==> config.mk <==
export PLATFORM = sky130hd
export DESIGN_NAME = comment_strip_space_collapse
export DESIGN_NICKNAME = d
export VERILOG_FILES = /design/src/hw/rtl/csc_pkg.sv /design/src/hw/rtl/comment_strip_space_collapse.sv /design/src/hw/rtl/csc_front.sv /design/src/hw/rtl/csc_queue.sv /design/src/hw/rtl/csc_back.sv
export SDC_FILE = /design/constraint.sdc
export NUM_CORES = 1
export LEC_CHECK = 0
export BUFFER_PORTS_ARGS = -buffer_cell sky130_fd_sc_hd__buf_2
export CAP_MARGIN = 20
export CORE_MARGIN = 3
export CORE_UTILIZATION = 45
export CTS_BUF_LIST = sky130_fd_sc_hd__clkbuf_8 sky130_fd_sc_hd__clkbuf_16
export DETAILED_ROUTE_END_ITERATION = 12
export PLACE_DENSITY = 0.66
export SYNTH_ARGS = -nofsm -noshare
export SYNTH_HDL_FRONTEND = slang
export SYNTH_SLANG_ARGS = --single-unit
==> constraint.sdc <==
create_clock -name clk -period 2.65 [get_ports clk]
set_input_delay 0.53 -clock clk [delete_from_list [all_inputs] [get_ports clk]]
set_output_delay 0.53 -clock clk [all_outputs]
set_load 0.005 [all_outputs]
==> src/hw/rtl/csc_pkg.sv <==
package csc_pkg;

    // Character codes the lexer reacts to.
    localparam logic [7:0] CH_QUOTE = 8'h22;
    localparam logic [7:0] CH_SLASH = 8'h2F;
    localparam logic [7:0] CH_STAR  = 8'h2A;
    localparam logic [7:0] CH_NL    = 8'h0A;
    localparam logic [7:0] CH_SPACE = 8'h20;
    localparam logic [7:0] CH_TAB   = 8'h09;
    localparam logic [7:0] CH_CR    = 8'h0D;

    // Input item kinds.
    localparam logic KIND_DATA = 1'b0;
    localparam logic KIND_END  = 1'b1;

    // Lexer mode, one-hot.
    typedef enum logic [3:0] {
        MODE_NORMAL = 4'b0001,
        MODE_STRING = 4'b0010,
        MODE_LINE   = 4'b0100,
        MODE_BLOCK  = 4'b1000
    } mode_t;

    // One result beat as it travels through the queue.
    typedef struct packed {
        logic [7:0] byte_val;
        logic       end_mark;
    } result_t;

    // Results produced by one accepted item (zero, one or two).
    typedef struct packed {
        logic [1:0] count;
        result_t    first;
        result_t    second;
    } push_t;

    // Head of the queue as seen by the output stage.
    typedef struct packed {
        logic    valid;
        result_t data;
    } head_t;

    // Whitespace: space and the control range from tab to carriage return.
    function automatic logic is_ws(input logic [7:0] b);
        is_ws = (b == CH_SPACE) || ((b >= CH_TAB) && (b <= CH_CR));
    endfunction

endpackage

==> src/hw/rtl/comment_strip_space_collapse.sv <==
// Byte-stream source preprocessor: whitespace runs collapse to one space,
// double-quoted strings pass unchanged, line and block comments are removed,
// and an end beat flushes any held slash and emits an end marker (end_mark=1,
// byte_out=0) before returning to the reset state. The lexer takes one input
// beat per cycle while in_ready is high and writes its zero to two result
// bytes into a small queue; the output register drains that queue at one
// result per cycle while out_ready is high. Input is therefore sustained at
// one beat per cycle while each beat yields at most one result; beats that
// yield two (a slash released together with the following byte) are paid for
// by the output port, which sets the long-run rate at one result per cycle.
// in_ready drops when the queue lacks room for two results.
// QUEUE_DEPTH must be a power of two, at least 4.
module comment_strip_space_collapse
#(
    parameter int QUEUE_DEPTH = 4
)
(
    input  logic       clk,
    input  logic       rst_n,
    input  logic       in_valid,
    output logic       in_ready,
    input  logic       kind,
    input  logic [7:0] byte_in,
    output logic       out_valid,
    input  logic       out_ready,
    output logic [7:0] byte_out,
    output logic       end_mark
);

    csc_pkg::push_t push;
    csc_pkg::head_t head;
    logic           room;
    logic           pop;
    logic           accept;

    assign in_ready = room;
    assign accept   = in_valid && room;

    // Front: lexer and classifier.
    csc_front u_front
    (
        .clk     (clk),
        .rst_n   (rst_n),
        .accept  (accept),
        .kind    (kind),
        .byte_in (byte_in),
        .push    (push)
    );

    // Queue between lexer and output stage.
    csc_queue #(
        .DEPTH (QUEUE_DEPTH)
    ) u_queue
    (
        .clk   (clk),
        .rst_n (rst_n),
        .push  (push),
        .pop   (pop),
        .room  (room),
        .head  (head)
    );

    // Back: output register.
    csc_back u_back
    (
        .clk       (clk),
        .rst_n     (rst_n),
        .head      (head),
        .pop       (pop),
        .out_valid (out_valid),
        .out_ready (out_ready),
        .byte_out  (byte_out),
        .end_mark  (end_mark)
    );

endmodule

==> src/hw/rtl/csc_front.sv <==
module csc_front
(
    input  logic                clk,
    input  logic                rst_n,
    input  logic                accept,
    input  logic                kind,
    input  logic [7:0]          byte_in,
    output csc_pkg::push_t      push
);

    csc_pkg::mode_t mode_reg, mode_next;
    logic           held_reg, held_next;
    logic           star_reg, star_next;
    logic           space_reg, space_next;

    csc_pkg::result_t slash_res, space_res, byte_res, end_res;

    assign slash_res = '{byte_val: csc_pkg::CH_SLASH, end_mark: 1'b0};
    assign space_res = '{byte_val: csc_pkg::CH_SPACE, end_mark: 1'b0};
    assign byte_res  = '{byte_val: byte_in, end_mark: 1'b0};
    assign end_res   = '{byte_val: 8'h00, end_mark: 1'b1};

    // Classify the byte against the current mode and pick up to two results.
    always_comb
    begin
        mode_next   = mode_reg;
        held_next   = held_reg;
        star_next   = star_reg;
        space_next  = space_reg;
        push.count  = 2'd0;
        push.first  = byte_res;
        push.second = byte_res;

        if (kind == csc_pkg::KIND_END)
        begin
            // Flush a held slash, then mark the end and return to reset state.
            if (held_reg)
            begin
                push.first  = slash_res;
                push.second = end_res;
                push.count  = 2'd2;
            end
            else
            begin
                push.first = end_res;
                push.count = 2'd1;
            end
            mode_next  = csc_pkg::MODE_NORMAL;
            held_next  = 1'b0;
            star_next  = 1'b0;
            space_next = 1'b0;
        end
        else
        begin
            unique case (mode_reg)
                csc_pkg::MODE_STRING:
                begin
                    push.first = byte_res;
                    push.count = 2'd1;
                    space_next = 1'b0;
                    if (byte_in == csc_pkg::CH_QUOTE)
                    begin
                        mode_next = csc_pkg::MODE_NORMAL;
                    end
                end
                csc_pkg::MODE_LINE:
                begin
                    // A newline closes the comment and counts as whitespace.
                    if (byte_in == csc_pkg::CH_NL)
                    begin
                        mode_next = csc_pkg::MODE_NORMAL;
                        if (!space_reg)
                        begin
                            push.first = space_res;
                            push.count = 2'd1;
                            space_next = 1'b1;
                        end
                    end
                end
                csc_pkg::MODE_BLOCK:
                begin
                    if (star_reg && (byte_in == csc_pkg::CH_SLASH))
                    begin
                        mode_next = csc_pkg::MODE_NORMAL;
                        star_next = 1'b0;
                    end
                    else
                    begin
                        star_next = (byte_in == csc_pkg::CH_STAR);
                    end
                end
                default:
                begin
                    if (csc_pkg::is_ws(byte_in))
                    begin
                        // A flushed slash clears the space flag, so a space follows.
                        if (held_reg)
                        begin
                            push.first  = slash_res;
                            push.second = space_res;
                            push.count  = 2'd2;
                            held_next   = 1'b0;
                            space_next  = 1'b1;
                        end
                        else if (!space_reg)
                        begin
                            push.first = space_res;
                            push.count = 2'd1;
                            space_next = 1'b1;
                        end
                    end
                    else if (byte_in == csc_pkg::CH_SLASH)
                    begin
                        if (held_reg)
                        begin
                            held_next = 1'b0;
                            mode_next = csc_pkg::MODE_LINE;
                        end
                        else
                        begin
                            held_next = 1'b1;
                        end
                    end
                    else if ((byte_in == csc_pkg::CH_STAR) && held_reg)
                    begin
                        held_next = 1'b0;
                        star_next = 1'b0;
                        mode_next = csc_pkg::MODE_BLOCK;
                    end
                    else
                    begin
                        if (held_reg)
                        begin
                            push.first  = slash_res;
                            push.second = byte_res;
                            push.count  = 2'd2;
                            held_next   = 1'b0;
                        end
                        else
                        begin
                            push.first = byte_res;
                            push.count = 2'd1;
                        end
                        space_next = 1'b0;
                        if (byte_in == csc_pkg::CH_QUOTE)
                        begin
                            mode_next = csc_pkg::MODE_STRING;
                        end
                    end
                end
            endcase
        end

        if (!accept)
        begin
            push.count = 2'd0;
        end
    end

    // Lexer state advances only on an accepted beat.
    always_ff @(posedge clk or negedge rst_n)
    begin
        if (!rst_n)
        begin
            mode_reg  <= csc_pkg::MODE_NORMAL;
            held_reg  <= 1'b0;
            star_reg  <= 1'b0;
            space_reg <= 1'b0;
        end
        else if (accept)
        begin
            mode_reg  <= mode_next;
            held_reg  <= held_next;
            star_reg  <= star_next;
            space_reg <= space_next;
        end
    end

endmodule

==> src/hw/rtl/csc_queue.sv <==
module csc_queue
#(
    parameter int DEPTH = 4
)
(
    input  logic           clk,
    input  logic           rst_n,
    input  csc_pkg::push_t push,
    input  logic           pop,
    output logic           room,
    output csc_pkg::head_t head
);

    localparam int PTR_W = $clog2(DEPTH);
    localparam int CNT_W = $clog2(DEPTH + 1);

    csc_pkg::result_t   mem [DEPTH];
    logic [PTR_W-1:0]   wr_ptr_reg, wr_ptr_next;
    logic [PTR_W-1:0]   rd_ptr_reg, rd_ptr_next;
    logic [CNT_W-1:0]   count_reg, count_next;
    logic [PTR_W-1:0]   wr_ptr_plus1;

    assign wr_ptr_plus1 = wr_ptr_reg + PTR_W'(1);

    // Room for a full two-result item, judged on the registered fill level.
    assign room = (count_reg <= CNT_W'(DEPTH - 2));

    assign head.valid = (count_reg != '0);
    assign head.data  = mem[rd_ptr_reg];

    // Pointer and fill-level bookkeeping.
    always_comb
    begin
        wr_ptr_next = wr_ptr_reg + PTR_W'(push.count);
        rd_ptr_next = rd_ptr_reg + PTR_W'(pop);
        count_next  = count_reg + CNT_W'(push.count) - CNT_W'(pop);
    end

    always_ff @(posedge clk or negedge rst_n)
    begin
        if (!rst_n)
        begin
            wr_ptr_reg <= '0;
            rd_ptr_reg <= '0;
            count_reg  <= '0;
        end
        else
        begin
            wr_ptr_reg <= wr_ptr_next;
            rd_ptr_reg <= rd_ptr_next;
            count_reg  <= count_next;
        end
    end

    // Storage: up to two consecutive entries written per beat.
    always_ff @(posedge clk)
    begin
        if (push.count != 2'd0)
        begin
            mem[wr_ptr_reg] <= push.first;
        end
        if (push.count == 2'd2)
        begin
            mem[wr_ptr_plus1] <= push.second;
        end
    end

endmodule

==> src/hw/rtl/csc_back.sv <==
module csc_back
(
    input  logic           clk,
    input  logic           rst_n,
    input  csc_pkg::head_t head,
    output logic           pop,
    output logic           out_valid,
    input  logic           out_ready,
    output logic [7:0]     byte_out,
    output logic           end_mark
);

    logic             valid_reg;
    csc_pkg::result_t data_reg;
    logic             load;

    // Refill the output register whenever it is empty or being drained.
    assign load = head.valid && (!valid_reg || out_ready);
    assign pop  = load;

    always_ff @(posedge clk or negedge rst_n)
    begin
        if (!rst_n)
        begin
            valid_reg <= 1'b0;
        end
        else if (!valid_reg || out_ready)
        begin
            valid_reg <= head.valid;
        end
    end

    always_ff @(posedge clk)
    begin
        if (load)
        begin
            data_reg <= head.data;
        end
    end

    assign out_valid = valid_reg;
    assign byte_out  = data_reg.byte_val;
    assign end_mark  = data_reg.end_mark;

endmodule

After elaboration in Yosys (flattened, before gate mapping)
Memories as Yosys holds them, arrays and structs flattened. A register that Yosys moved wholly into a read port is not among the register bits.
Cells that the tools add are included.
- $add $sub $neg: 5
- magnitude comparators: 3
- equal/unequal tests: 21
- multiplexer cells: 45
- reduce and logical (&&, ||, !) cells: 18
- operators by type and width (cell ; number):
    2-to-1 mux 20 bit ; 4
    2-to-1 mux 11 bit ; 4
    2-to-1 mux 4 bit ; 9
    case mux 11 bit (3 select lines) ; 1
    equality test 8 x 6 -> 1 bit, second input constant ; 4
    2-to-1 mux 9 bit ; 3
    2-to-1 mux 1 bit ; 19
    case mux 4 bit (3 select lines) ; 1
    2-to-1 mux 10 bit ; 1
    != test 5 bit, second input constant ; 2
    AND reduction 5 bit ; 2
    != test 3 x 2 -> 1 bit, second input constant ; 3
    equality test 8 x 4 -> 1 bit, second input constant ; 1
    >= comparator 8 x 4 -> 1 bit, second input constant ; 1
    <= comparator 8 x 4 -> 1 bit, second input constant ; 1
    AND reduction 7 bit ; 1
    != test 3 bit, second input constant ; 2
    != test 6 x 5 -> 1 bit, second input constant ; 1
    nonzero test 3 bit ; 2
    nonzero test 6 bit ; 1
    logical AND 1 bit ; 5
    != test 5 x 4 -> 1 bit, second input constant ; 1
    equality test 4 x 2 -> 1 bit, second input constant ; 1
    equality test 4 x 3 -> 1 bit, second input constant ; 1
    other kinds (19) ; 21
- register bits: 15
- RAM bits: 36
- bits of input ports: 13
- output and inout port bits: 11
- word-level logic and storage cells: 101
- memories kept: 1
- memory list (name ; depth ; width ; read ports ; clocked after Yosys merged registers in ; write ports ; line ; text):
    u_queue.mem ; 4 ; 9 ; 1 ; 1 ; 2 ; csc_queue.sv:17 ; csc_pkg::result_t mem [DEPTH];

Longest topological paths before layout
Gate-level depths: netlist of the first run.
- depth after elaboration: 11
- mapped depth: 12
- mapped depth without buffers: 11

Hierarchy
Synthesis of the first run repeated with hierarchy kept, for this count alone.
- cells, all modules: 277
- area, all modules: 3584.7 um^2
- modules (own cells, without submodules) (module ; times used ; cells an instance ; area an instance (um^2) ; seq. area each (um^2)):
    csc_queue ; 1 ; 125 ; 2174.6 ; 1256.2
    csc_front ; 1 ; 138 ; 1089.8 ; 176.4
    csc_back ; 1 ; 13 ; 314.1 ; 295.3
    comment_strip_space_collapse ; 1 ; 1 ; 6.3 ; 0.0

Least setup slack after synthesis of the first run
OpenSTA, ideal clock, no wires.
- path type: input to register
- start: input port byte_in[7]
- end: memory u_queue.mem[2][0] (netlist bit), enable pin
- setup time: 391 ps
- data arrival time: 2695 ps
- required time: 2259 ps
- setup slack: -437 ps
- cell stages on the path: 7
- buffers on the path: 1
- cell sequence: or4b_1 -> buf_6 -> nor4_4 -> o21ai_1 -> o211ai_1 -> nand2_1 -> o311ai_1
- RTL lines (element ; line ; text):
    from (decl) ; comment_strip_space_collapse.sv:23 ; input logic [7:0] byte_in,
    to (decl) ; csc_queue.sv:17 ;

Worst setup path in the final report of the first run
- start: input port byte_in[7]
- end: register u_queue.count_reg[2]
- longest elaborated chain between the ends: 10
- elaborated cells on any way between the ends: 18
- those cells by class: add/sub: 2; order compare: 2; eq/ne: 4; mux: 7; reduce/logical: 3
- ends and longest elaborated chain (element ; line ; text):
    parallel branches: the longest is 5 deep, another holds >= comparator 8 x 4 -> 1 bit ; -- ;
    case mux 11 bit (3 select lines) * ; csc_front.sv:55 ; unique case (mode_reg)
    2-to-1 mux 20 bit * ; csc_front.sv:34 ; if (kind == csc_pkg::KIND_END)
    2-to-1 mux 2 bit * ; csc_front.sv:154 ; if (!accept)
    adder 3 x 2 -> 3 bit * ; csc_queue.sv:36 ; count_next = count_reg + CNT_W'(push.count) - CNT_W'(pop);
    subtractor 3 x 1 -> 3 bit * ; csc_queue.sv:36 ;
    via u_queue.count_next[2] ; csc_queue.sv:20 ; logic [CNT_W-1:0] count_reg, count_next;
    to (signal assigned) ; csc_queue.sv:51 ; count_reg <= count_next;
    to (decl) ; csc_queue.sv:20 ;
Mark *: on every way through the listed nets, which the timed path passes.
A chain may end at the register's enable or synchronous reset.

==> summary.log, run 1 <==
[outcome] status finished with violations
[outcome] failing checks negative setup slack
[cts] clock tree from TritonCTS built
[place] gpl congestion 0.915
[route] met1 WL 3830 um
[route] detailed-router iteration count before antenna repair 4
[cts] Worst-path clk slew 0.08 ns
[floorplan] width of the die 93.7 um
[finish] leading cell type in the layout, fill and taps excluded sky130_fd_sc_hd__buf_4
[finish] filler cell count in the final layout 616
[cts] cell at the root of the clock tree sky130_fd_sc_hd__clkbuf_8
[finish] utilization after layout 60.8%
[sta] final hold violations 0
[sta] unrepaired setup endpoints after global routing yes
[sta] fraction of the cycle the final worst path needs 101%
[logic_synthesis] count of cell types in the netlist 70
[logic_synthesis] number of enable-type register cells in the synthesized netlist 45
[cts] Clock Latency Late Sink 0.33 ns
[worst_setup_path] maximum fanout encountered on the critical timing path 2
[worst_setup_path] cell depth of the worst flop-to-flop path 11
[finish] growth of design area from synthesis to finish 29.5%
[cts] CTS Buffer Depth 2
[global_route] wire length of the first global-routing pass 14400 um
[finish] final antenna diode count 0
[sta] clock tree skew after final layout 0.0139 ns
[floorplan] io pins 24
[power] largest vdd supply drop 0.323 mV
[global_route] maximum number of pins on one net before global-route repair 16
[logic_synthesis] Post-Synthesis Cell Area 3460 um2
[sta] transition at the pin with the smallest max-transition slack 0.605 ns
[worst_setup_path] endpoint type of the worst setup path flip-flop
[global_route] total routing usage reported by global routing 21.4%
[logic_synthesis] top-area cell type share of the netlist area 39.1%
[worst_setup_path] origin of the critical flop-to-flop path u_front.mode_reg[2]$_DFFE_PN0P_
[logic_synthesis] mean post-synth cell area 11.2 um2
[global_route] global route overflow 0
[cts] Clock H-tree levels 3
[worst_setup_path] longest individual stage delay on the worst path 0.53 ns
[sta] time the worst path needs with I/O delays and setup 2.68 ns
[cts] clock sink total 60
[floorplan] area of the core region 7370 um2
[cts] CTS buffer count 9
[cts] cts hold-fix bufs 0
[logic_synthesis] top cells by area in the synthesized netlist sky130_fd_sc_hd__edfxtp_1, sky130_fd_sc_hd__dfrtp_1, sky130_fd_sc_hd__mux4_2
[worst_setup_path] launching element type of the critical path input port
[finish] Final Instance Count excl. Fillers 502
[sta] number of setup violations in the final report 1
[finish] number of flip-flops in the largest register 36
[route] post-DR vias/cell 5.73
[worst_setup_path] worst-path cell with the longest stage delay sky130_fd_sc_hd__or4_4
[worst_setup_path] most prevalent standard cell on the critical path sky130_fd_sc_hd__inv_2
[route] average routed wire per standard cell 18.1 um
[floorplan] vertical extent of the die 93.7 um
[logic_synthesis] synthesized netlist net count 327
[route] total number of vias 2878
[logic_synthesis] number of cells produced by synthesis 308
[power] PwrDens 800 nW/um2
[route] Post-DRT Antenna Nets 0
[worst_setup_path] Bufs and invs on worst path 3
[finish] fraction of layout instances using a drive strength above 1 39.5%
[hold_path] path class of the lowest-slack min-delay path input port to async pin
[place] post-place instance area 4100 um2
[logic_synthesis] proportion of synthesized chip area in sequential cells 49.9%
[worst_setup_path] crit path kind input port to flip-flop
[logic_synthesis] dominant cell type by area after synthesis sky130_fd_sc_hd__edfxtp_1
[global_route] number of antenna violations at the first check in global routing 0
[sta] Max Clk Rate 373 MHz
[power] reported leakage power 1.82 nW
[sta] Final Slew Violations 0
[route] wirelength, routed 9070 um
[logic_synthesis] Post-synth top flop sky130_fd_sc_hd__edfxtp_1
[sta] post-route setup slack -0.0280 ns
[worst_setup_path] largest delay contributor family on the critical path simple AND/OR/NAND/NOR gates
[finish] Final Cell Area 4480 um2
[route] amount of wire on met2 after detailed routing 4610 um
[place] Final HPWL DP 6610 um
[floorplan] number of standard-cell rows in the floorplan 31
[route] initial drt markers 170
[finish] leading cell types in the layout, fill and taps excluded sky130_fd_sc_hd__buf_4, sky130_fd_sc_hd__edfxtp_1, sky130_fd_sc_hd__nand2_1
[logic_synthesis] YS warnings 0
[logic_synthesis] ys async rst share 25.0%
[flow_run] Maximum Capacitance Violations 0
[worst_setup_path] data required time of the critical path 2.87 ns
[route] top sig layer met4
[route] Remaining DRCs 0
[global_route] via count of the first global-routing pass 2829
[place] Inst Count DP 475
[place] PortBufs 23
[floorplan] effective utilization at floorplan 46.9%
[worst_setup_path] Worst R2R End u_queue.count_reg[2]$_DFF_PN0_
[sta] Post-Route Setup TNS -0.0280 ns
[place] setup slack at placement -0.467 ns
[sta] Max transition margin 59.6%
[worst_setup_path] ordered list of cells on the worst path buf_2 -> nor4_4 -> nand4_1 -> or4_4 -> a31oi_2 -> nand2_1 -> inv_2 -> ha_4 -> inv_2 -> fa_2 -> xor2_1 -> xnor2_1
[floorplan] Die Outline Area 8780 um2
[route] Met3 Wirelength 508 um
[logic_synthesis] number of synthesized register bits 60
[worst_setup_path] setup slack of the worst register-to-register path -0.03 ns
[finish] Layout Nets 417
[worst_setup_path] Worst Path Arrival 2.90 ns
==> cell type report <==
type,count,area (um2),area share (%)
flip-flops and latches,60,1730,38.6
clock buffers,11,151,3.38
well taps,99,124,2.76
multi-input cells,209,1660,37.1
clock inverters,5,27.5,0.614
inverters,20,77.6,1.73
repair buffers,98,709,15.8
==> synthesized netlist by cell type, types with 2 or more instances <==
cell type and n:
sky130_fd_sc_hd__a211o_1 2, sky130_fd_sc_hd__a21boi_0 2, sky130_fd_sc_hd__a21o_1 2, sky130_fd_sc_hd__a21oi_1 29, sky130_fd_sc_hd__a31oi_1 7, sky130_fd_sc_hd__and3_1 4
sky130_fd_sc_hd__buf_2 8, sky130_fd_sc_hd__clkbuf_1 9, sky130_fd_sc_hd__dfrtp_1 14, sky130_fd_sc_hd__edfxtp_1 45, sky130_fd_sc_hd__ha_1 5, sky130_fd_sc_hd__inv_1 18
sky130_fd_sc_hd__mux2i_1 4, sky130_fd_sc_hd__mux4_2 9, sky130_fd_sc_hd__nand2_1 33, sky130_fd_sc_hd__nand2b_1 2, sky130_fd_sc_hd__nand3_1 4, sky130_fd_sc_hd__nand4_1 2
sky130_fd_sc_hd__nor2_1 12, sky130_fd_sc_hd__nor3_1 6, sky130_fd_sc_hd__nor3_2 3, sky130_fd_sc_hd__o211ai_1 3, sky130_fd_sc_hd__o21a_1 3, sky130_fd_sc_hd__o21ai_0 16
sky130_fd_sc_hd__o21ai_1 6, sky130_fd_sc_hd__o22ai_1 3, sky130_fd_sc_hd__o311ai_1 2, sky130_fd_sc_hd__or3_1 4, sky130_fd_sc_hd__or4_1 2, sky130_fd_sc_hd__or4b_1 2
sky130_fd_sc_hd__xnor2_1 4, sky130_fd_sc_hd__xor2_1 5
==> cell families after synthesis <==
family / synth area share, %
compound gates: 20.2
mux: 7.02
buf+inv: 4.92
simple gates: 13.3
flops: 49.9
fa+ha+maj: 2.39
xor+xnor: 2.28
==> where the power goes <==
part,switching [mW],internal [mW],total [mW]
sequential,0.209,1.31,1.52
clock,0.379,0.383,0.762
combinational,0.660,0.642,1.30
==> repair_timing <==
| item | 4_1_cts | 5_1_grt |
|---|---|---|
| pin swaps | 0 | 12 |
| endpoints found under the setup margin | 17 | 48 |
| resized for setup | 2 | 24 |
| setup buffers | 0 | 10 |
| gates cloned | 0 | 1 |
==> metal layers <==
metal	vias up	global-route usage, %
met5	-	0
met3	15	4.17
met1	1399	28.4
met4	0	5.29
li1	1353	-
met2	111	36.1
==> how the worst max path moves through the flow <==
stage / slack [ns] / cells after the start / from / endpoint
after floorplan: -0.14 / 12 / byte_in[7] / u_queue.count_reg[2]$_DFF_PN0_
after global placement: -0.42 / 7 / byte_in[7] / u_queue.mem[1][5]$_DFFE_PP_
after detailed placement: -0.47 / 7 / byte_in[7] / u_queue.mem[1][7]$_DFFE_PP_
after CTS: 0.003 / 12 / byte_in[7] / u_queue.count_reg[2]$_DFF_PN0_
after global routing: -0.12 / 13 / byte_in[4] / u_queue.count_reg[2]$_DFF_PN0_
final: -0.03 / 12 / byte_in[7] / u_queue.count_reg[2]$_DFF_PN0_
==> stage by stage <==
stage / power (mW) / hold WS (ns)
5_1_grt: 3.81 / 0.0998
3_5_place_dp: 2.72 / 0.461
2_1_floorplan: 2.28 / 0.234
4_1_cts: 3.48 / 0.0963
3_3_place_gp: 2.68 / 0.456
6_report: 3.58 / 0.0917
(Power assumes the default switching activity.)
==> inputs of run 2 (changes only) <==
--- a/config.mk
+++ b/config.mk
@@ -7,11 +7,14 @@
 export LEC_CHECK = 0
 export BUFFER_PORTS_ARGS = -buffer_cell sky130_fd_sc_hd__buf_2
 export CAP_MARGIN = 20
+export CORE_ASPECT_RATIO = 1.5
 export CORE_MARGIN = 3
 export CORE_UTILIZATION = 45
 export CTS_BUF_LIST = sky130_fd_sc_hd__clkbuf_8 sky130_fd_sc_hd__clkbuf_16
 export DETAILED_ROUTE_END_ITERATION = 12
+export MAX_ROUTING_LAYER = met4
 export PLACE_DENSITY = 0.66
+export SKIP_LAST_GASP = 1
 export SYNTH_ARGS = -nofsm -noshare
 export SYNTH_HDL_FRONTEND = slang
 export SYNTH_SLANG_ARGS = --single-unit
==> run 2 against run 1 <==
  * The run now ends clean
  * Design area fell by 1.4%
  * Hold slack worse by 0.0081 ns
  * Utilization is 0.87 points lower
  * Count of clock-buffer cells in the layout decreased by 2
  * First-iteration DRC count increased by 30%
==> summary.log, run 2 (synthesis gave the netlist of run 1 again) <==
[cts] Clock Latency Late Sink 0.35 ns [was 0.33 ns]
[worst_setup_path] worst-path cell with the longest stage delay sky130_fd_sc_hd__or4_4 [unchanged]
[sta] unrepaired setup endpoints after global routing yes [unchanged]
[floorplan] vertical extent of the die 113 um [was 93.7 um]
[sta] Final Slew Violations 0 [unchanged]
[place] gpl congestion 0.986 [was 0.915]
[flow_run] Maximum Capacitance Violations 0 [unchanged]
[worst_setup_path] Worst R2R End u_queue.count_reg[2]$_DFF_PN0_ [unchanged]
[finish] filler cell count in the final layout 630 [was 616]
[worst_setup_path] maximum fanout encountered on the critical timing path 2 [unchanged]
[cts] clock tree from TritonCTS built [unchanged]
[worst_setup_path] Bufs and invs on worst path 3 [unchanged]
[finish] final antenna diode count 0 [unchanged]
[power] reported leakage power 1.77 nW [was 1.82 nW]
[power] PwrDens 813 nW/um2 [was 800 nW/um2]
[worst_setup_path] ordered list of cells on the worst path buf_2 -> nor4_4 -> nand4_1 -> or4_4 -> a31oi_4 -> nand2_2 -> inv_2 -> ha_1 -> inv_1 -> fa_2 -> xor2_1 -> xnor2_1 [was buf_2 -> nor4_4 -> nand4_1 -> or4_4 -> a31oi_2 -> nand2_1 -> inv_2 -> ha_4 -> inv_2 -> fa_2 -> xor2_1 -> xnor2_1]
[floorplan] width of the die 77.6 um [was 93.7 um]
[floorplan] number of standard-cell rows in the floorplan 38 [was 31]
[sta] fraction of the cycle the final worst path needs 98.3% [was 101%]
[global_route] via count of the first global-routing pass 2780 [was 2829]
[cts] Worst-path clk slew 0.08 ns [about the same]
[cts] CTS buffer count 9 [unchanged]
[floorplan] area of the core region 7370 um2 [unchanged]
[worst_setup_path] data required time of the critical path 2.89 ns [was 2.87 ns]
[finish] fraction of layout instances using a drive strength above 1 37.4% [was 39.5%]
[outcome] status completed [was finished with violations]
[finish] Layout Nets 407 [was 417]
[power] largest vdd supply drop 0.526 mV [was 0.323 mV]
[finish] growth of design area from synthesis to finish 27.7% [was 29.5%]
[worst_setup_path] largest delay contributor family on the critical path simple AND/OR/NAND/NOR gates [unchanged]
[finish] number of flip-flops in the largest register 36 [unchanged]
[floorplan] Die Outline Area 8800 um2 [was 8780 um2]
[floorplan] effective utilization at floorplan 46.9% [unchanged]
[route] total number of vias 2794 [was 2878]
[finish] Final Instance Count excl. Fillers 493 [was 502]
[global_route] global route overflow 0 [unchanged]
[cts] Clock H-tree levels 3 [unchanged]
[worst_setup_path] Worst setup startpoint byte_in[7] [unchanged]
[sta] worst hold slack across all endpoints 0.0836 ns [was 0.0917 ns]
[route] post-DR vias/cell 5.67 [was 5.73]
[cts] clock sink total 60 [unchanged]
[global_route] maximum number of pins on one net before global-route repair 23 [was 16]
[place] Inst Count DP 471 [was 475]
[cts] CTS Buffer Depth 2 [unchanged]
[worst_setup_path] longest individual stage delay on the worst path 0.54 ns [was 0.53 ns]
[place] Final HPWL DP 6780 um [was 6610 um]
[worst_setup_path] origin of the critical flop-to-flop path u_front.mode_reg[2]$_DFFE_PN0P_ [unchanged]
[finish] footprint of the flip-flops and latches 1730 um2 [about the same]
[worst_setup_path] Worst Path Arrival 2.85 ns [was 2.90 ns]
[route] wirelength, routed 8700 um [was 9070 um]
[place] post-place instance area 4080 um2 [was 4100 um2]
[cts] cell at the root of the clock tree sky130_fd_sc_hd__clkbuf_8 [unchanged]
[worst_setup_path] cell depth of the worst flop-to-flop path 11 [unchanged]
[route] initial drt markers 221 [was 170]
[worst_setup_path] endpoint type of the worst setup path flip-flop [unchanged]
[worst_setup_path] crit path kind input port to flip-flop [unchanged]
[floorplan] io pins 24 [unchanged]
[worst_setup_path] launching element type of the critical path input port [unchanged]
[finish] Final Cell Area 4420 um2 [was 4480 um2]
[sta] time the worst path needs with I/O delays and setup 2.61 ns [was 2.68 ns]
[finish] leading cell type in the layout, fill and taps excluded sky130_fd_sc_hd__buf_4 [unchanged]
[worst_setup_path] setup slack of the worst register-to-register path 0.09 ns [was -0.03 ns]
[sta] Max transition margin 56.9% [was 59.6%]
[finish] total area of multi-input combinational cells 1640 um2 [was 1660 um2]
[route] average routed wire per standard cell 17.6 um [was 18.1 um]
[route] Remaining DRCs 0 [unchanged]
[sta] number of setup violations in the final report 0 [was 1]
[global_route] total routing usage reported by global routing 21.6% [was 21.4%]
[global_route] wire length of the first global-routing pass 14000 um [was 14400 um]
[sta] Max Clk Rate 384 MHz [was 373 MHz]
[hold_path] path class of the lowest-slack min-delay path input port to async pin [unchanged]
[sta] Post-Route Setup TNS 0 ns [was -0.0280 ns]
[finish] leading cell types in the layout, fill and taps excluded sky130_fd_sc_hd__buf_4, sky130_fd_sc_hd__edfxtp_1, sky130_fd_sc_hd__nand2_1 [unchanged]
[cts] cts hold-fix bufs 0 [unchanged]
[sta] transition at the pin with the smallest max-transition slack 0.643 ns [was 0.605 ns]
[place] PortBufs 23 [unchanged]
[sta] clock tree skew after final layout 0.0141 ns [was 0.0139 ns]
[sta] final hold violations 0 [unchanged]
[route] detailed-router iteration count before antenna repair 5 [was 4]
[global_route] number of antenna violations at the first check in global routing 0 [unchanged]
[route] Post-DRT Antenna Nets 0 [unchanged]
==> run 2: worst max-delay path by stage <==
stage	end	slack, ns	depth (start not counted)
after floorplan	u_queue.count_reg[2]$_DFF_PN0_	-0.14	12
after global placement	u_queue.count_reg[2]$_DFF_PN0_	-0.32	12
after detailed placement	u_queue.count_reg[2]$_DFF_PN0_	-0.38	12
after CTS	u_queue.count_reg[2]$_DFF_PN0_	0.005	12
after global routing	u_queue.count_reg[2]$_DFF_PN0_	-0.08	12
final	u_queue.count_reg[2]$_DFF_PN0_	0.04	12
==> run 2: cell type report <==
class	instances	share of cell area, %
clock buffer	9	2.80
clock inverter	7	1.73
timing repair buffer	88	14.6
sequential	60	39.2
inverter	20	1.76
tap	100	2.83
multi-input combinational	209	37.1
==> run 2: worst reg2reg max path, stage by stage (launching register included) <==
cell                       delay (ns)
sky130_fd_sc_hd__dfrtp_1         0.43
sky130_fd_sc_hd__buf_4           0.18
sky130_fd_sc_hd__or4b_1          0.54
sky130_fd_sc_hd__o311a_1         0.18
sky130_fd_sc_hd__o211ai_1        0.14
sky130_fd_sc_hd__nand2_2         0.11
sky130_fd_sc_hd__inv_2           0.07
sky130_fd_sc_hd__ha_1            0.13
sky130_fd_sc_hd__inv_1           0.05
sky130_fd_sc_hd__fa_2            0.33
sky130_fd_sc_hd__xor2_1          0.15
sky130_fd_sc_hd__xnor2_1         0.12
==> run 2: power by group <==
group	total (mW)	switching [mW]	internal [mW]
clock network	0.829	0.391	0.438
logic	1.26	0.634	0.622
registers	1.51	0.195	1.31
total	3.59	1.22	2.37
==> run 2: timing repair <==
action,4_1_cts,5_1_grt
gates cloned,0,1
buffers inserted,1,5
setup endpoints to repair,1,31
resized for setup,2,18
pin swaps,2,7
==> run 2: metal layers <==
| metal | global-route usage (%) | vias to the layer above | routed length [um] |
|---|---|---|---|
| li1 | - | 1340 | - |
| met1 | 22.0 | 1349 | 3180 |
| met2 | 38.7 | 75 | 4880 |
| met3 | 4.66 | 30 | 291 |
| met4 | 10.6 | 0 | 344 |
| met5 | - | - | 0 |
==> run 2: metrics by stage <==
step	worst slack [ns]	power [mW]	utilization, %
3_3_place_gp	-0.325	2.68	55.4
6_report	0.0440	3.59	59.9
4_1_cts	0.00467	3.57	58.3
3_5_place_dp	-0.384	2.73	55.4
5_1_grt	-0.0796	3.81	59.9
2_1_floorplan	-0.139	2.28	-
==> inputs of run 3 (changes only) <==
--- a/config.mk
+++ b/config.mk
@@ -7,7 +7,7 @@
 export LEC_CHECK = 0
 export BUFFER_PORTS_ARGS = -buffer_cell sky130_fd_sc_hd__buf_2
 export CAP_MARGIN = 20
-export CORE_ASPECT_RATIO = 1.5
+export CORE_ASPECT_RATIO = 0.5
 export CORE_MARGIN = 3
 export CORE_UTILIZATION = 45
 export CTS_BUF_LIST = sky130_fd_sc_hd__clkbuf_8 sky130_fd_sc_hd__clkbuf_16
==> run 3 against run 2 <==
  * Via count is 2.1% higher
  * Hold slack better by 0.034 ns
  * First-iteration DRC count is 10% higher
  * Non-clock buffer count is 1 higher
  * Sequential share of layout area is 0.87 points lower
  * Wire length is 5.6% higher
  * Sequential cell count stayed put
  * Highest routed layer unchanged
  * Fmax is 0.21% higher
  * Final cell count is 1.4% lower
  * Clock skew is 0.0081 ns lower
==> summary.log, run 3 (synthesis gave the netlist of run 1 again) <==
[finish] Final Cell Area 4520 um2 [was 4420 um2]
[worst_setup_path] cell depth of the worst flop-to-flop path 11 [unchanged]
[sta] Max Clk Rate 385 MHz [was 384 MHz]
[global_route] met1 demand-to-capacity share in global routing 30.7% [was 22.0%]
[floorplan] area of the core region 7070 um2 [was 7370 um2]
[finish] fraction of layout instances using a drive strength above 1 36.8% [was 37.4%]
[cts] cts hold-fix bufs 0 [unchanged]
[global_route] wire length of the first global-routing pass 15200 um [was 14000 um]
[floorplan] width of the die 130 um [was 77.6 um]
[place] PortBufs 23 [unchanged]
[power] largest vdd supply drop 0.485 mV [was 0.526 mV]
[place] gpl congestion 0.949 [was 0.986]
[sta] worst hold slack across all endpoints 0.118 ns [was 0.0836 ns]
[cts] clock sink total 60 [unchanged]
[worst_setup_path] maximum fanout encountered on the critical timing path 2 [unchanged]
[floorplan] vertical extent of the die 68 um [was 113 um]
[sta] transition at the pin with the smallest max-transition slack 0.618 ns [was 0.643 ns]
[global_route] layer with the highest usage met2 [unchanged]
[finish] number of flip-flops in the largest register 36 [unchanged]
[sta] fraction of the cycle the final worst path needs 98.1% [was 98.3%]
[sta] number of setup violations in the final report 0 [unchanged]
[finish] utilization after layout 63.9% [was 59.9%]
[floorplan] Die Outline Area 8840 um2 [was 8800 um2]
[finish] Final Instance Count excl. Fillers 486 [was 493]
[floorplan] number of standard-cell rows in the floorplan 21 [was 38]
[floorplan] effective utilization at floorplan 48.9% [was 46.9%]
[sta] post-route setup slack 0.0496 ns [was 0.0440 ns]
[worst_setup_path] data required time of the critical path 2.86 ns [was 2.89 ns]
[finish] leading cell type in the layout, fill and taps excluded sky130_fd_sc_hd__buf_4 [unchanged]
[route] Remaining DRCs 0 [unchanged]
[route] initial drt markers 243 [was 221]
[sta] time the worst path needs with I/O delays and setup 2.60 ns [was 2.61 ns]
[floorplan] io pins 24 [unchanged]
[global_route] total routing usage reported by global routing 23.6% [was 21.6%]
[flow_run] Maximum Capacitance Violations 0 [unchanged]
[route] wirelength, routed 9180 um [was 8700 um]
[global_route] number of antenna violations at the first check in global routing 0 [unchanged]
[hold_path] path class of the lowest-slack min-delay path input port to async pin [unchanged]
[sta] Post-Route Setup TNS 0 ns [unchanged]
[outcome] status completed [unchanged]
[power] reported leakage power 1.84 nW [was 1.77 nW]
[cts] CTS buffer count 9 [unchanged]
[cts] CTS Buffer Depth 2 [unchanged]
[worst_setup_path] launching element type of the critical path input port [unchanged]
[place] Inst Count DP 467 [was 471]
[place] Final HPWL DP 6770 um [was 6780 um]
[finish] growth of design area from synthesis to finish 30.6% [was 27.7%]
[sta] unrepaired setup endpoints after global routing yes [unchanged]
[power] power after layout 4.12 mW [was 3.59 mW]
[place] post-place instance area 4090 um2 [was 4080 um2]
[sta] final hold violations 0 [unchanged]
[route] total number of vias 2853 [was 2794]
[sta] Max transition margin 58.8% [was 56.9%]
[finish] leading cell types in the layout, fill and taps excluded sky130_fd_sc_hd__buf_4, sky130_fd_sc_hd__edfxtp_1, sky130_fd_sc_hd__nand2_1 [unchanged]
[cts] Worst-path clk slew 0.05 ns [was 0.08 ns]
[worst_setup_path] Worst Path Arrival 2.81 ns [was 2.85 ns]
[cts] cell at the root of the clock tree sky130_fd_sc_hd__clkbuf_16 [was sky130_fd_sc_hd__clkbuf_8]
[finish] final antenna diode count 0 [unchanged]
[power] PwrDens 912 nW/um2 [was 813 nW/um2]
[cts] clock tree from TritonCTS built [unchanged]
[worst_setup_path] endpoint type of the worst setup path flip-flop [unchanged]
[global_route] met2 GRT Util 37.8% [was 38.7%]
[route] post-DR vias/cell 5.87 [was 5.67]
[finish] Layout Nets 408 [was 407]
[global_route] global route overflow 0 [unchanged]
[sta] Final Slew Violations 0 [unchanged]
[cts] Clock Latency Late Sink 0.33 ns [was 0.35 ns]
[worst_setup_path] crit path kind input port to flip-flop [unchanged]
[place] setup slack at placement -0.529 ns [was -0.384 ns]
[global_route] maximum number of pins on one net before global-route repair 20 [was 23]
[route] average routed wire per standard cell 18.9 um [was 17.6 um]
[global_route] met3 Resource Use GR 5.77% [was 4.66%]
[global_route] via count of the first global-routing pass 2850 [was 2780]
[route] detailed-router iteration count before antenna repair 5 [unchanged]
[route] Post-DRT Antenna Nets 0 [unchanged]
[sta] clock tree skew after final layout 0.00601 ns [was 0.0141 ns]
[cts] Clock H-tree levels 3 [unchanged]
-- run 3: cell count changes in the layout (fill, tap and decap cells not counted), sizes merged --
| cell | before | now |
|---|---|---|
| bufinv | 1 | 3 |
| clkinv | 4 | 2 |
| buf | 88 | 89 |
| clkinvlp | 2 | 1 |
| inv | 20 | 21 |
-- run 3: power by group --
part / internal [mW] / leakage, nW / total, mW / switching (mW)
Clock: 0.915 / 0.167 / 1.33 / 0.415
Combinational: 0.613 / 1.07 / 1.27 / 0.653
Sequential: 1.31 / 0.601 / 1.52 / 0.209
Total: 2.84 / 1.84 / 4.12 / 1.28
-- run 3: path summary, 6_finish.rpt --
check | from | end | slack, ns
max | byte_in[7] | u_queue.count_reg[2]$_DFF_PN0_ | 0.05
min | rst_n | u_front.mode_reg[3]$_DFFE_PN0P_ | 0.12
max reg2reg | u_front.mode_reg[3]$_DFFE_PN0P_ | u_queue.count_reg[2]$_DFF_PN0_ | 0.06
min reg2reg | u_queue.count_reg[2]$_DFF_PN0_ | u_queue.count_reg[2]$_DFF_PN0_ | 0.52
max in group asynchronous | rst_n | u_front.mode_reg[0]$_DFFE_PN1P_ | 2.22
min in group clk | out_ready | u_back.out_valid$_DFFE_PN0N_ | 0.40
-- run 3: cell type report --
type | count | area (um2)
clock buffers | 9 | 225
clock inverters | 7 | 115
fillers | 527 | 2550
inverters | 20 | 77.6
multi-input cells | 209 | 1630
flip-flops and latches | 60 | 1730
well taps | 92 | 115
repair buffers | 89 | 622
-- run 3: per-layer routing --
layer  part of all wire, %  up-vias
met4                   1.9        0
li1                      -     1338
met5                     0        -
met3                   5.1       20
met1                    46     1398
met2                    47       97
-- run 3: critical path: stages --
cell and delay [ns]:
sky130_fd_sc_hd__buf_2 0.12, sky130_fd_sc_hd__nor4_4 0.30, sky130_fd_sc_hd__nand4_1 0.19, sky130_fd_sc_hd__or4_4 0.54, sky130_fd_sc_hd__a31oi_4 0.19, sky130_fd_sc_hd__nand2_2 0.07
sky130_fd_sc_hd__inv_1 0.08, sky130_fd_sc_hd__ha_1 0.13, sky130_fd_sc_hd__inv_1 0.04, sky130_fd_sc_hd__fa_2 0.33, sky130_fd_sc_hd__xor2_1 0.15, sky130_fd_sc_hd__xnor2_1 0.13
-- run 3: what timing repair did --
action,4_1_cts,5_1_grt
pin swaps,1,3
resized for setup,5,9
gates cloned,0,1
setup endpoints to repair,20,23
buffers inserted,1,1
